$ cat config.mk
export PLATFORM = sky130hd
export DESIGN_NAME = qmr_ctrl
export DESIGN_NICKNAME = d
export VERILOG_FILES = /design/src/design/qmr_pkg.sv /design/src/design/qmr_ctrl.sv
export SDC_FILE = /design/constraint.sdc
export NUM_CORES = 1
export LEC_CHECK = 0
export BUFFER_PORTS_ARGS = -buffer_cell sky130_fd_sc_hd__buf_2
export CORE_UTILIZATION = 45
export DETAILED_ROUTE_END_ITERATION = 12
export HOLD_SLACK_MARGIN = 0.1
export PLACE_DENSITY = 0.65
export SETUP_SLACK_MARGIN = 0.2
export SLEW_MARGIN = 5
export SYNTH_ARGS = -nofsm -noshare
export SYNTH_HDL_FRONTEND = slang
export SYNTH_SLANG_ARGS = --single-unit
$ cat constraint.sdc
create_clock -name clk -period 4.1 [get_ports clk]
set_input_delay 0.41 -clock clk [delete_from_list [all_inputs] [get_ports clk]]
set_output_delay 0.41 -clock clk [all_outputs]
set_load 0.1 [all_outputs]
$ cat src/design/qmr_pkg.sv
// ----------------------------------------------------------------------------
// qmr_pkg: shared types and constants for the quaternion multiply block.
// Holds the word structs, controller states and datapath command codes.
// ----------------------------------------------------------------------------
package qmr_pkg;

  localparam int unsigned PERIOD_W = 16;
  localparam int unsigned CNT_W    = 17;
  localparam logic [PERIOD_W-1:0] PERIOD_RESET = 16'd97;

  typedef struct packed {
    logic signed [31:0] a_x;
    logic signed [31:0] a_y;
    logic signed [31:0] a_z;
    logic signed [31:0] a_w;
    logic signed [31:0] b_x;
    logic signed [31:0] b_y;
    logic signed [31:0] b_z;
    logic signed [31:0] b_w;
  } qmr_in_t;

  typedef struct packed {
    logic signed [31:0] prod_x;
    logic signed [31:0] prod_y;
    logic signed [31:0] prod_z;
    logic signed [31:0] prod_w;
    logic               renormalized;
  } qmr_out_t;

  typedef enum logic [3:0] {
    ST_IDLE,
    ST_MUL,
    ST_SAT,
    ST_SQ,
    ST_SQRT,
    ST_DIV,
    ST_DONE
  } qmr_state_t;

  // Commands from controller to datapath.
  typedef struct packed {
    logic load;      // capture input word
    logic mul_step;  // one product of the sixteen
    logic sat;       // saturate the four sums
    logic sq_step;   // one square of the four
    logic sqrt_init;
    logic sqrt_step; // one result bit of the root
    logic div_init;  // start a divide of component idx
    logic div_step;  // one quotient bit
    logic div_fin;   // write back component idx
    logic [3:0] idx; // product or component index
    logic [5:0] bit_idx;
  } qmr_cmd_t;

  typedef struct packed {
    logic mag_zero;
  } qmr_stat_t;

  // Product table: operand selects and sign of each of the sixteen terms.
  // Operand codes: 0..3 = a x,y,z,w; 4..7 = b x,y,z,w.
  function automatic logic [2:0] op_p(input logic [3:0] k);
    logic [2:0] t [16];
    t = '{3'd7,3'd3,3'd1,3'd2, 3'd7,3'd3,3'd2,3'd0,
          3'd7,3'd3,3'd0,3'd1, 3'd3,3'd0,3'd1,3'd2};
    return t[k];
  endfunction

  function automatic logic [2:0] op_q(input logic [3:0] k);
    logic [2:0] t [16];
    t = '{3'd0,3'd4,3'd6,3'd5, 3'd1,3'd5,3'd4,3'd6,
          3'd2,3'd6,3'd5,3'd4, 3'd7,3'd4,3'd5,3'd6};
    return t[k];
  endfunction

  function automatic logic op_neg(input logic [3:0] k);
    logic [15:0] t;
    t = 16'b1110_1000_1000_1000; // bit k set = subtract
    return t[k];
  endfunction

endpackage

$ cat src/design/qmr_ctrl.sv
// ----------------------------------------------------------------------------
// qmr_ctrl: sequencer for the quaternion multiply block.
// Steps the datapath through products, roots and divides; owns the counter.
// ----------------------------------------------------------------------------
module qmr_ctrl
  import qmr_pkg::*;
#(
  parameter logic [PERIOD_W-1:0] RESET_PERIOD = PERIOD_RESET
) (
  input  logic                clk,
  input  logic                rst_n,
  input  logic                in_valid,
  output logic                in_ready,
  output logic                out_valid,
  input  logic                out_ready,
  input  logic                cfg_we,
  input  logic [PERIOD_W-1:0] cfg_data,
  input  qmr_stat_t           stat,
  output qmr_cmd_t            cmd,
  output logic                renorm
);

  qmr_state_t state_r, state_nxt;
  logic [5:0] cnt_r, cnt_nxt;
  logic [1:0] comp_r, comp_nxt;
  logic [CNT_W-1:0] calls_r, calls_nxt;
  logic [PERIOD_W-1:0] period_r;
  logic renorm_r, renorm_nxt;
  logic [CNT_W-1:0] inc;

  assign inc = calls_r + 1'b1;
  assign renorm = renorm_r;

  always_ff @(posedge clk) begin
    if (!rst_n) begin
      period_r <= RESET_PERIOD;
    end else if (cfg_we) begin
      period_r <= cfg_data;
    end
  end

  always_ff @(posedge clk) begin
    if (!rst_n) begin
      state_r  <= ST_IDLE;
      cnt_r    <= '0;
      comp_r   <= '0;
      calls_r  <= '0;
      renorm_r <= 1'b0;
    end else begin
      state_r  <= state_nxt;
      cnt_r    <= cnt_nxt;
      comp_r   <= comp_nxt;
      calls_r  <= calls_nxt;
      renorm_r <= renorm_nxt;
    end
  end

  always_comb begin
    state_nxt  = state_r;
    cnt_nxt    = cnt_r;
    comp_nxt   = comp_r;
    calls_nxt  = calls_r;
    renorm_nxt = renorm_r;
    unique case (state_r)
      ST_IDLE: begin
        if (in_valid) begin
          state_nxt = ST_MUL;
          cnt_nxt   = '0;
        end
      end
      ST_MUL: begin
        cnt_nxt = cnt_r + 6'd1;
        if (cnt_r == 6'd15) begin
          state_nxt = ST_SAT;
        end
      end
      ST_SAT: begin
        if (inc > {1'b0, period_r}) begin
          calls_nxt  = '0;
          renorm_nxt = 1'b1;
          state_nxt  = ST_SQ;
          cnt_nxt    = '0;
        end else begin
          calls_nxt  = inc;
          renorm_nxt = 1'b0;
          state_nxt  = ST_DONE;
        end
      end
      ST_SQ: begin
        cnt_nxt = cnt_r + 6'd1;
        if (cnt_r == 6'd4) begin
          state_nxt = ST_SQRT;
          cnt_nxt   = 6'd31;
        end
      end
      ST_SQRT: begin
        cnt_nxt = cnt_r - 6'd1;
        if (cnt_r == 6'd0) begin
          if (stat.mag_zero) begin
            state_nxt = ST_DONE;
          end else begin
            state_nxt = ST_DIV;
            comp_nxt  = '0;
            cnt_nxt   = 6'd63;
          end
        end
      end
      ST_DIV: begin
        cnt_nxt = cnt_r - 6'd1;
        if (cnt_r == 6'd0) begin
          cnt_nxt  = 6'd63;
          comp_nxt = comp_r + 2'd1;
          if (comp_r == 2'd3) begin
            state_nxt = ST_DONE;
          end
        end
      end
      ST_DONE: begin
        if (out_ready) begin
          state_nxt = ST_IDLE;
        end
      end
      default: state_nxt = ST_IDLE;
    endcase
  end

  // In ST_SQ the count runs 0..4: the init of the root comes on the last.
  // In ST_DIV count 63 is the divide init, 62..0 the quotient bits and the
  // write back happens with the last bit.
  always_comb begin
    cmd       = '0;
    in_ready  = 1'b0;
    out_valid = 1'b0;
    cmd.idx     = {2'b00, comp_r};
    cmd.bit_idx = cnt_r;
    unique case (state_r)
      ST_IDLE: begin
        in_ready = 1'b1;
        cmd.load = in_valid;
      end
      ST_MUL: begin
        cmd.mul_step = 1'b1;
        cmd.idx      = cnt_r[3:0];
      end
      ST_SAT: cmd.sat = 1'b1;
      ST_SQ: begin
        cmd.idx = cnt_r[3:0];
        if (cnt_r == 6'd4) begin
          cmd.sqrt_init = 1'b1;
        end else begin
          cmd.sq_step = 1'b1;
        end
      end
      ST_SQRT: cmd.sqrt_step = 1'b1;
      ST_DIV: begin
        if (cnt_r == 6'd63) begin
          cmd.div_init = 1'b1;
        end else begin
          cmd.div_step = 1'b1;
          cmd.div_fin  = (cnt_r == 6'd0);
        end
      end
      ST_DONE: out_valid = 1'b1;
      default: ;
    endcase
  end

  // The call counter never runs past the largest period plus one.
  a_calls_bound: assert property (@(posedge clk) disable iff (!rst_n)
    calls_r <= 17'd65536) else $error("call counter out of range");
  // A new word is only taken from idle.
  a_take_idle: assert property (@(posedge clk) disable iff (!rst_n)
    (in_valid && in_ready) |=> state_r == ST_MUL) else $error("bad accept");
  // Renormalization clears the counter.
  a_clear: assert property (@(posedge clk) disable iff (!rst_n)
    (state_r == ST_SAT && state_nxt == ST_SQ) |=> calls_r == '0)
    else $error("counter not cleared");

endmodule

## After elaboration in Yosys (flattened, before gate mapping)

Cells that the tools add are included.

- Register bits after elaboration: 46
- Bits of input ports: 22
- Output and inout port bits: 22
- Word-level logic and storage cells: 74

- Add/sub/neg operators: 4
- Magnitude comparators: 1
- Equality and inequality tests: 19
- Multiplexer cells: 36
- Reduce and logical (&&, ||, !) cells: 8

Operators by type and width:

| kind | count |
|---|---|
| 6-bit 2-to-1 mux | 6 |
| 6-bit one-hot mux with 6 select lines | 1 |
| 4-bit 2-to-1 mux | 8 |
| 4-bit one-hot mux with 7 select lines | 1 |
| 2-bit inequality test, second input constant | 9 |
| 17-bit by 1-bit adder with 17-bit output, second input constant | 1 |
| 17-bit by 16-bit greater-than comparator with 1-bit output | 1 |
| 17-bit 2-to-1 mux | 1 |
| 4-bit by 3-bit == test with 1-bit output, second input constant | 3 |
| 2-bit 2-to-1 mux | 6 |
| 1-bit 2-to-1 mux | 10 |
| 4-bit by 2-bit == test with 1-bit output, second input constant | 2 |
| 7-bit AND reduction | 1 |
| 6-bit by 1-bit adder with 6-bit output, second input constant | 1 |
| 6-bit by 3-bit == test with 1-bit output, second input constant | 1 |
| 6-bit by 4-bit == test with 1-bit output, second input constant | 1 |
| 6-bit == test, second input constant | 1 |
| 6-bit zero test | 1 |
| 3-bit 2-to-1 mux | 2 |
| 6-bit nonzero test | 1 |
| 6-bit by 1-bit subtractor with 6-bit output, second input constant | 1 |
| 4-bit by 1-bit == test with 1-bit output, second input constant | 1 |
| 4-bit zero test | 1 |
| 2-bit one-hot mux with 2 select lines | 1 |
| other kinds (6) | 6 |

## Depth between registers and ports, before layout

Gate-level depths: netlist of run 1.

- Word-level depth: 4
- Depth in mapped cells: 13

## Worst setup path before layout of run 1

Ideal clock, no wire load.

- Path kind: reg-to-output
- Start point: reg state_r[1]
- End point: out cmd[18] in the netlist's numbering
- Data arrival time: 3645 ps
- Data required time: 3690 ps
- Setup slack: 45 ps
- Stages on the path, launching flop included: 5
- Path buffers: 2
- Path through: dfxtp_1 buf_4 clkbuf_1 nor3_1 and2_1

RTL lines:

| what | RTL line | source |
|---|---|---|
| from (decl) | qmr_ctrl.sv:23 | `qmr_state_t state_r, state_nxt;` |
| from (signal assigned) | qmr_ctrl.sv:50 | `state_r <= state_nxt;` |
| to (decl) | qmr_ctrl.sv:19 | `output qmr_cmd_t cmd,` |

## Final worst setup path of run 1

- Start point: reg calls_r[0]
- End point: reg state_r[2]

- Word-level cells in the longest chain between the ends: 4

RTL lines:

| what | RTL line | source |
|---|---|---|
| from (decl) | qmr_ctrl.sv:26 | `logic [CNT_W-1:0] calls_r, calls_nxt;` |
| from (signal assigned) | qmr_ctrl.sv:53 | `calls_r <= calls_nxt;` |
| 17-bit by 1-bit adder with 17-bit output | qmr_ctrl.sv:31 | `assign inc = calls_r + 1'b1;` |
| 17-bit by 16-bit greater-than comparator with 1-bit output | qmr_ctrl.sv:78 | `if (inc > {1'b0, period_r}) begin` |
| 3-bit 2-to-1 mux | qmr_ctrl.sv:78 |  |
| 4-bit one-hot mux with 7 select lines | qmr_ctrl.sv:64 | `unique case (state_r)` |

Every way passes these cells.
A chain may end at the register's enable or synchronous reset.

==> results of run 1 <==
## flip-flops by register name, summed over array words and instances, names as in the netlist
name      flops
calls_r      17
renorm        1
period_r     16
comp_r        2
cnt_r         6
state_r       3
## layout make-up
cell class	count	area, um^2
fill	605	3060
multi-input combinational	295	1990
clock buffer	6	72.6
inverter	26	97.6
timing repair buffer	45	230
clock inverter	2	10.0
tap	77	96.3
sequential	45	901
## final timing paths
kind                                          startpoint                       end  slack, ns  depth (start not counted)
worst max-delay path             calls_r[0]$_SDFFE_PN0P_   state_r[2]$_SDFFE_PN0P_       0.54                         12
worst min-delay path                         cfg_data[0]  period_r[0]$_SDFFE_PN1P_       0.32                          3
worst max register to register   calls_r[0]$_SDFFE_PN0P_   state_r[2]$_SDFFE_PN0P_       0.54                         12
worst min register to register  period_r[6]$_SDFFE_PN1P_  period_r[6]$_SDFFE_PN1P_       0.49                          2
## metrics by stage
stage / total power, mW / hold WS [ns] / setup slack (ns) / std cells
4_1_cts: 1.89 / 0.306 / 0.425 / 496
6_report: 1.88 / 0.321 / 0.537 / 496
3_3_place_gp: 1.60 / 0.471 / 0.553 / 488
2_1_floorplan: 1.44 / 0.446 / 0.294 / 389
3_5_place_dp: 1.61 / 0.479 / 0.463 / 488
5_1_grt: 2.01 / 0.332 / 0.263 / 496
## kinds of logic after synthesis
group,count (synthesis)
AO/OA/AOI/OAI,88
flip-flops,45
multiplexers,17
XOR/XNOR,18
AND/OR/NAND/NOR,152
adder cells (fa/ha/maj),20
buffers and inverters,49
## cell usage in the layout, fill, tap and decap left out, types with 3 or more instances in the layout
cell type                  synthesis  final
sky130_fd_sc_hd__xnor2_1          11     11
sky130_fd_sc_hd__nor3_2            1      3
sky130_fd_sc_hd__o211ai_1          6      6
sky130_fd_sc_hd__o22ai_1           6      6
sky130_fd_sc_hd__buf_2             6     43
sky130_fd_sc_hd__and3_1            4      4
sky130_fd_sc_hd__a32o_1            6      6
sky130_fd_sc_hd__nor2_1           44     44
sky130_fd_sc_hd__a211oi_1          5      5
sky130_fd_sc_hd__nor3_1           14     12
sky130_fd_sc_hd__and2_1            4      4
sky130_fd_sc_hd__nand2b_1          4      4
sky130_fd_sc_hd__a21oi_1          17     17
sky130_fd_sc_hd__nand3_1          21     21
sky130_fd_sc_hd__clkbuf_8          0      5
sky130_fd_sc_hd__o21a_1            3      3
sky130_fd_sc_hd__nor2b_1           6      6
sky130_fd_sc_hd__dfxtp_1          45     45
sky130_fd_sc_hd__mux2i_1          16     16
sky130_fd_sc_hd__inv_1            26     26
sky130_fd_sc_hd__xor2_1            7      7
sky130_fd_sc_hd__or3_1             4      4
sky130_fd_sc_hd__nand4_1           8      8
sky130_fd_sc_hd__ha_1             20     20
sky130_fd_sc_hd__nand2_1          26     26
sky130_fd_sc_hd__o21ai_0          17     17
## synthesized netlist by cell type, drive strengths merged, types with 3 or more instances
library cell	count	area [um^2]
nor2	44	165
and3	4	25.0
or3	4	25.0
xnor2	11	96.3
o211ai	6	45.0
nand2	26	97.6
ha	20	250
o21a	3	22.5
nand2b	4	25.0
and2	4	25.0
o31a	3	27.5
a211oi	5	37.5
buf	9	45.1
or3b	3	26.3
nor2b	6	37.5
nand3	21	105
inv	26	97.6
o22ai	6	37.5
nand4	9	62.6
xor2	7	61.3
clkbuf	14	53.8
dfxtp	45	901
a21oi	18	93.8
mux2i	16	160
o221ai	3	32.5
nor3	15	80.1
o21ai	18	90.1
nor4	3	33.8
a32o	6	60.1
## metal layers
metal,track usage,wire (um),up-vias
met1,0.318,3640,1350
met4,0.0431,53,0
met5,0,0,-
li1,-,-,1464
met3,0.0334,359,7
met2,0.344,3370,85
## report_power, final
group          internal (mW)  total (mW)  leakage, nW  switching (mW)
clock                  0.119       0.275       0.0450           0.156
combinational          0.252        1.01         1.05           0.759
sequential             0.491       0.597        0.367           0.106
total                  0.862        1.88         1.47            1.02
## worst max-delay path, stage by stage, from the launching register on
cell	delay, ns
sky130_fd_sc_hd__dfxtp_1	0.40
sky130_fd_sc_hd__ha_1	0.29
sky130_fd_sc_hd__nand4_2	0.25
sky130_fd_sc_hd__nor3_2	0.37
sky130_fd_sc_hd__nand3_1	0.14
sky130_fd_sc_hd__xnor2_1	0.25
sky130_fd_sc_hd__ha_1	0.29
sky130_fd_sc_hd__o21ai_0	0.08
sky130_fd_sc_hd__o21ai_0	0.09
sky130_fd_sc_hd__o211ai_1	0.22
sky130_fd_sc_hd__o211a_1	0.46
sky130_fd_sc_hd__o21ai_0	0.26
sky130_fd_sc_hd__o41ai_1	0.37
## repair_timing
item / CTS / global route
buffers inserted: 0 / 0
endpoints found under the setup margin: 0 / 9
gates resized for setup: 0 / 1
endpoints found under the hold margin: 0 / 0
==> flow_summary.ini, run 1 <==
[setup_path]
timing.critical_path.required_ns = 4.30
worstSetupStartpointType = register
timing.critical_path.fanout_max = 12
critPathCaptureType = register
worst_path_arrival_time_ns = 3.76
criticalPathCategory = register to register

[global_route]
grt_antenna_before_repair = 0
maximum_number_of_pins_on_one_net_before_global_route_repair = 31
grt_util_all_layers = 0.219
grt-ovfl-total = 0
grt_pass1_vias = 2640
first_pass_grt_wire_length_mm = 12.7

[floorplan]
die_area_mm2 = 0.00717
die_w_um = 84.7
fp-row-count = 29
core_area_mm2 = 0.00646
floorplan.initialDensity = 0.477
pin_count = 44
chipHeight_um = 84.7

[hold_path]
hold_path.class = input port to register

[synth]
synth_seq_area_share = 0.293
postSynth.topFlopCell = sky130_fd_sc_hd__dfxtp_1
synth_top_family_by_area = simple AND/OR/NAND/NOR gates
synth-async-reset-ratio = 0
netlist_area_mm2 = 0.00308
synth.ff_latch_count = 45
synth_adder_area_share = 0.0813
post_synth_xor_area_fraction = 0.0512
syn_nets = 431
syn-mean-instance-area_um2 = 7.91
multiplexer_share_of_the_synthesized_area = 0.0557
post_synth_num_cell_types = 62
yosys_warnings = 0
post_synth_and_or_nand_nor_area_fraction = 0.254
synth_edf_count = 0
syn-instance-count = 389
compound_gate_fraction_of_synth_area = 0.202

[drt]
antenna_violating_nets_post_route = 0
dr.first_iter.drc_count = 264
detail_routed_via_count_per_cell = 5.86
post-route-drc-count = 0
drt-wirelength-per-cell_um = 15.0
routed-via-count = 2906
drtPass1Iterations = 7
routed_wirelength_mm = 7.42

[placed_design]
placement.cell_area_mm2 = 0.00331
routabilityCongestion = 0.823
io_buffer_count = 43
dp_hpwl_mm = 5.35

[job]
max-cap-violations = 0

[timing]
drv_slew = 0
skew_ns = 0.0121
final_hold_viol_count = 0
period_minus_slack_ns = 3.56
unrepaired_setup_endpoints_after_global_routing = false
fin_crit_sh = 0.869
setup-tns-final_ns = 0
max_freq_mhz = 281
final-setup-viol-count = 0
worstMarginPinSlew_ns = 1.08
relSlewSlack = 0.276

[clock_tree]
clk_transition_reported_paths_ns = 0.09
cts-root-buf = sky130_fd_sc_hd__clkbuf_8
clk_path_buf_depth = 2
cts_max_level = 2
clock_sink_count = 45
cts.hold.buffers_added = 0
cts_tree = yes
clk-insertion-delay-late_ns = 0.30
cts_buffers = 5

[power_and_ir_drop]
power.static_leakage_nw = 1.47
powerDensity_mw_per_mm2 = 554
ir_drop_mv = 0.492

[finish]
post-route-cell-area_mm2 = 0.00340
postLayoutCoreUtil = 0.526
layout-drive-gt1-share = 0.158
nNetsFinal = 460
antennaDiodeCount = 0
areaGrowthSynthToFinish_pct = 10.4

[outcome]
result_of_the_run = finished, final reports clean
No activity file was read; power rests on OpenSTA's default activity.
==> inputs of run 2 (changes only) <==
CORE_UTILIZATION = 58   (was 45)
PLACE_DENSITY = 0.81   (was 0.65)
==> flow_summary.ini, run 2 (synthesized netlist as in run 1, its figures left out) <==
[placed_design]
dp_hpwl_mm = 5.31
routabilityCongestion = 0.983
io_buffer_count = 43

[power_and_ir_drop]
powerDensity_mw_per_mm2 = 576
power.static_leakage_nw = 1.48
ir_drop_mv = 0.514
fin_total_pwr_mw = 1.97

[finish]
layout-drive-gt1-share = 0.160
layout.cells.most_common = sky130_fd_sc_hd__dfxtp_1
nNetsFinal = 460
antennaDiodeCount = 0
reg.largest.list = calls_r x17, period_r x16, cnt_r x6
most_frequent_cells_in_the_layout = sky130_fd_sc_hd__dfxtp_1, sky130_fd_sc_hd__nor2_1, sky130_fd_sc_hd__buf_2
areaGrowthSynthToFinish_pct = 11.2
largest_reg_flops = 17
regMostFlops = calls_r
postLayoutCoreUtil = 0.670

[global_route]
maximum_number_of_pins_on_one_net_before_global_route_repair = 31
grt_antenna_before_repair = 0
grt_util_all_layers = 0.279
first_pass_grt_wire_length_mm = 12.0
grt-ovfl-total = 0
grt_pass1_vias = 2604

[hold_path]
hold_path.class = input port to register
hold_crit_depth = 3

[clock_tree]
clk-insertion-delay-late_ns = 0.30
cts_tree = yes
cts.hold.buffers_added = 0
clock_sink_count = 45
cts_buffers = 5
clk_path_buf_depth = 2
clk_transition_reported_paths_ns = 0.09
cts.repair_timing.setup_buffer_count = 0
cts-root-buf = sky130_fd_sc_hd__clkbuf_8
cts_max_level = 2
cts_resized = 0

[timing]
relSlewSlack = 0.343
period_minus_slack_ns = 3.53
fin_crit_sh = 0.861
max_freq_mhz = 283
final_hold_viol_count = 0
drv_slew = 0
unrepaired_setup_endpoints_after_global_routing = false
final-setup-viol-count = 0
worstMarginPinSlew_ns = 0.985
setup-tns-final_ns = 0
skew_ns = 0.00630

[drt]
post-route-drc-count = 0
antenna_violating_nets_post_route = 0
drtPass1Iterations = 5
detail_routed_via_count_per_cell = 6.11
dr.first_iter.drc_count = 287
routed_wirelength_mm = 7.53
routed-via-count = 2988
drt-wirelength-per-cell_um = 15.4

[setup_path]
timing.critical_path.required_ns = 4.34
criticalPathCategory = register to register
rr_worst_depth = 11
critPathCaptureType = register
worst_path_arrival_time_ns = 3.77
worstSetupStartpointType = register
timing.critical_path.fanout_max = 12

[floorplan]
chipHeight_um = 74.8
core_area_mm2 = 0.00511
fp-row-count = 26
floorplan.initialDensity = 0.603
die_w_um = 74.8
pin_count = 44
die_area_mm2 = 0.00560

[outcome]
result_of_the_run = finished, final reports clean

[job]
max-cap-violations = 0
[run 2: cell types whose count changed in the layout (fill, tap and decap cells not counted), sizes merged]
cell / before / now
bufinv: 0 / 1
clkbuf: 6 / 7
clkinv: 2 / 0
[run 2: metrics by stage]
step | cell area (um^2) | setup slack (ns) | cells | hold slack (ns)
global placement | 3300 | 0.544 | 481 | 0.472
CTS | 3420 | 0.407 | 489 | 0.320
finish | 3420 | 0.569 | 489 | 0.317
floorplan | 3080 | 0.294 | 389 | 0.446
detailed placement | 3300 | 0.456 | 481 | 0.480
global route | 3420 | 0.224 | 489 | 0.327
[run 2: area by class of cell]
type | count | area (um^2)
clock buffer | 7 | 86.3
clock inverter | 1 | 30.0
fill | 452 | 1680
inverter | 26 | 97.6
multi-input combinational | 295 | 1990
sequential | 45 | 901
tap | 70 | 87.6
timing repair buffer | 45 | 230
[run 2: critical path: stages, from the launching register on]
cell and delay (ns):
sky130_fd_sc_hd__dfxtp_1 0.42, sky130_fd_sc_hd__ha_1 0.30, sky130_fd_sc_hd__nand4_2 0.28, sky130_fd_sc_hd__nor2_1 0.20, sky130_fd_sc_hd__xor2_1 0.21, sky130_fd_sc_hd__ha_1 0.29
sky130_fd_sc_hd__nand4_1 0.14, sky130_fd_sc_hd__nor3_1 0.09, sky130_fd_sc_hd__a2111oi_2 0.50, sky130_fd_sc_hd__o211a_2 0.40, sky130_fd_sc_hd__o21a_1 0.41, sky130_fd_sc_hd__a32o_1 0.23
[run 2: worst paths after layout]
path | from | slack (ns) | to
setup / recovery | calls_r[0]$_SDFFE_PN0P_ | 0.57 | calls_r[12]$_SDFFE_PN0P_
hold / removal | cfg_data[5] | 0.32 | period_r[5]$_SDFFE_PN1P_
setup reg to reg | calls_r[0]$_SDFFE_PN0P_ | 0.57 | calls_r[12]$_SDFFE_PN0P_
hold reg to reg | period_r[6]$_SDFFE_PN1P_ | 0.49 | period_r[6]$_SDFFE_PN1P_
[run 2: power breakdown]
part | internal, mW | switching, mW
clock | 0.199 | 0.151
combinational | 0.253 | 0.774
sequential | 0.491 | 0.105
[run 2: layer usage]
layer,vias up,wire (um),track usage
li1,1458,-,-
met4,0,78,0.0797
met2,124,3550,0.447
met5,-,0,0
met1,1396,3450,0.386
met3,10,447,0.0509
==> inputs of run 3 (changes only) <==
CORE_MARGIN = 5   (was not set)
CORE_UTILIZATION = 60   (was 58)
CTS_BUF_LIST = sky130_fd_sc_hd__clkbuf_4   (was not set)
GPL_TIMING_DRIVEN = 0   (was not set)
PLACE_DENSITY = 0.83   (was 0.81)
==> flow_summary.ini, run 3 (synthesized netlist as in run 1, its figures left out) <==
[setup_path]
worst_path_arrival_time_ns = 3.90
crit_top_cell = sky130_fd_sc_hd__ha_1
critPathCaptureType = register
worstSetupStartpointType = register
rr_worst_depth = 12
reg2reg_start = calls_r[0]$_SDFFE_PN0P_
worst-r2r-setup-slack_ns = 0.49
max_stage_delay_ns = 0.48
timing.critical_path.cells = ha_1 > nand4_2 > nor3_1 > nand3_1 > xnor2_1 > ha_1 > nand4_1 > nor2_1 > a41o_1 > clkbuf_1 > o21ai_1 > a311oi_1
criticalPathCategory = register to register
timing.critical_path.required_ns = 4.39
cp.buffers_inverters = 1
timing.critical_path.fanout_max = 10
critical-path-top-delay-family = simple AND/OR/NAND/NOR gates
reg2reg_to = cnt_r[2]$_SDFFE_PN0P_
slowest_stage = sky130_fd_sc_hd__nor3_1

[hold_path]
worstHoldEndpoint = period_r[0]$_SDFFE_PN1P_
hold_path.class = input port to register
hold_crit_depth = 3
critical_hold_path_startpoint = cfg_data[0]

[drt]
dr.first_iter.drc_count = 215
detail_routed_via_count_per_cell = 5.93
drt-wirelength-per-cell_um = 15.1
antenna_violating_nets_post_route = 0
post-route-drc-count = 0
routed-via-count = 3007
routed_wirelength_mm = 7.67
drtPass1Iterations = 5

[finish]
filler_cell_count = 433
multi_input_comb_area_mm2 = 0.00199
final-instance-count-excl-fill = 507
layout-drive-gt1-share = 0.156
regMostFlops = calls_r
reg.largest.list = calls_r x17, period_r x16, cnt_r x6
areaGrowthSynthToFinish_pct = 11.3
largest_reg_flops = 17
regArea_um2 = 901
most_frequent_cells_in_the_layout = sky130_fd_sc_hd__buf_2, sky130_fd_sc_hd__dfxtp_1, sky130_fd_sc_hd__nor2_1
postLayoutCoreUtil = 0.679
post-route-cell-area_mm2 = 0.00342
antennaDiodeCount = 0
nNetsFinal = 479
layout.cells.most_common = sky130_fd_sc_hd__buf_2

[clock_tree]
cts_tree = yes
cts_buffers = 5
cts-root-buf = sky130_fd_sc_hd__clkbuf_4
cts_max_level = 2
cts.hold.buffers_added = 0
clk-insertion-delay-late_ns = 0.38
clock_sink_count = 45
clk_path_buf_depth = 2
clk_transition_reported_paths_ns = 0.13
cts.repair_timing.setup_buffer_count = 0
cts_resized = 0

[power_and_ir_drop]
power.static_leakage_nw = 1.49
powerDensity_mw_per_mm2 = 540
fin_total_pwr_mw = 1.85
ir_drop_mv = 0.710

[global_route]
grt-ovfl-total = 0
grt_antenna_before_repair = 0
maximum_number_of_pins_on_one_net_before_global_route_repair = 13
grt_util_all_layers = 0.244
grt_pass1_vias = 2891
first_pass_grt_wire_length_mm = 12.9

[placed_design]
io_buffer_count = 41
placement.cell_area_mm2 = 0.00338
routabilityCongestion = 0.925
dp.cells = 500
dp_hpwl_mm = 5.73
pre_cts_ws_ns = 0.586

[timing]
final-setup-viol-count = 0
final_hold_viol_count = 0
unrepaired_setup_endpoints_after_global_routing = false
whs_ns = 0.238
fin_crit_sh = 0.881
worst_slack_ns = 0.490
setup-tns-final_ns = 0
relSlewSlack = 0.578
worstMarginPinSlew_ns = 0.633
max_freq_mhz = 277
period_minus_slack_ns = 3.61
skew_ns = 0.0129
drv_slew = 0

[job]
max-cap-violations = 0

[floorplan]
floorplan.initialDensity = 0.610
pin_count = 44
core_area_mm2 = 0.00504
die_w_um = 81.6
fp-row-count = 26
die_area_mm2 = 0.00666
chipHeight_um = 81.6

[outcome]
result_of_the_run = finished, final reports clean
[run 3: changes by cell type in the layout (fill, tap and decap cells not counted), sizes merged]
cell    delta
clkinv     +1
bufinv     -1
clkbuf    +13
buf        +5
[run 3: power by group]
group / internal (mW) / switching [mW]
sequential: 0.491 / 0.0541
clock: 0.0690 / 0.142
combinational: 0.272 / 0.823
[run 3: layout make-up]
cell class | instances | share of cell area
timing repair buffer | 41 | 0.0599
inverter | 26 | 0.0285
sequential | 45 | 0.263
clock inverter | 1 | 0.00110
buffer | 23 | 0.0289
multi-input combinational | 295 | 0.580
clock buffer | 6 | 0.0132
tap | 70 | 0.0256
[run 3: per-layer routing]
metal | up-vias | wire (um) | global-route usage
met2 | 111 | 3570 | 0.430
met4 | 0 | 201 | 0.106
met3 | 18 | 514 | 0.0417
met5 | - | 0 | 0
met1 | 1372 | 3380 | 0.291
li1 | 1506 | - | -
[run 3: worst max-delay path by stage]
stage / from / endpoint / cells past startpoint
6_report: calls_r[0]$_SDFFE_PN0P_ / cnt_r[2]$_SDFFE_PN0P_ / 12
2_1_floorplan: cnt_r[0]$_SDFFE_PN0P_ / cmd[6] / 2
3_3_place_gp: calls_r[0]$_SDFFE_PN0P_ / cnt_r[2]$_SDFFE_PN0P_ / 12
3_5_place_dp: calls_r[0]$_SDFFE_PN0P_ / cnt_r[2]$_SDFFE_PN0P_ / 12
5_1_grt: calls_r[0]$_SDFFE_PN0P_ / cnt_r[2]$_SDFFE_PN0P_ / 12
4_1_cts: calls_r[0]$_SDFFE_PN0P_ / cnt_r[2]$_SDFFE_PN0P_ / 12
[run 3: worst min-delay path: stages]
cell and delay (ns):
sky130_fd_sc_hd__buf_2 0.07, sky130_fd_sc_hd__mux2i_1 0.05, sky130_fd_sc_hd__nand2_1 0.06
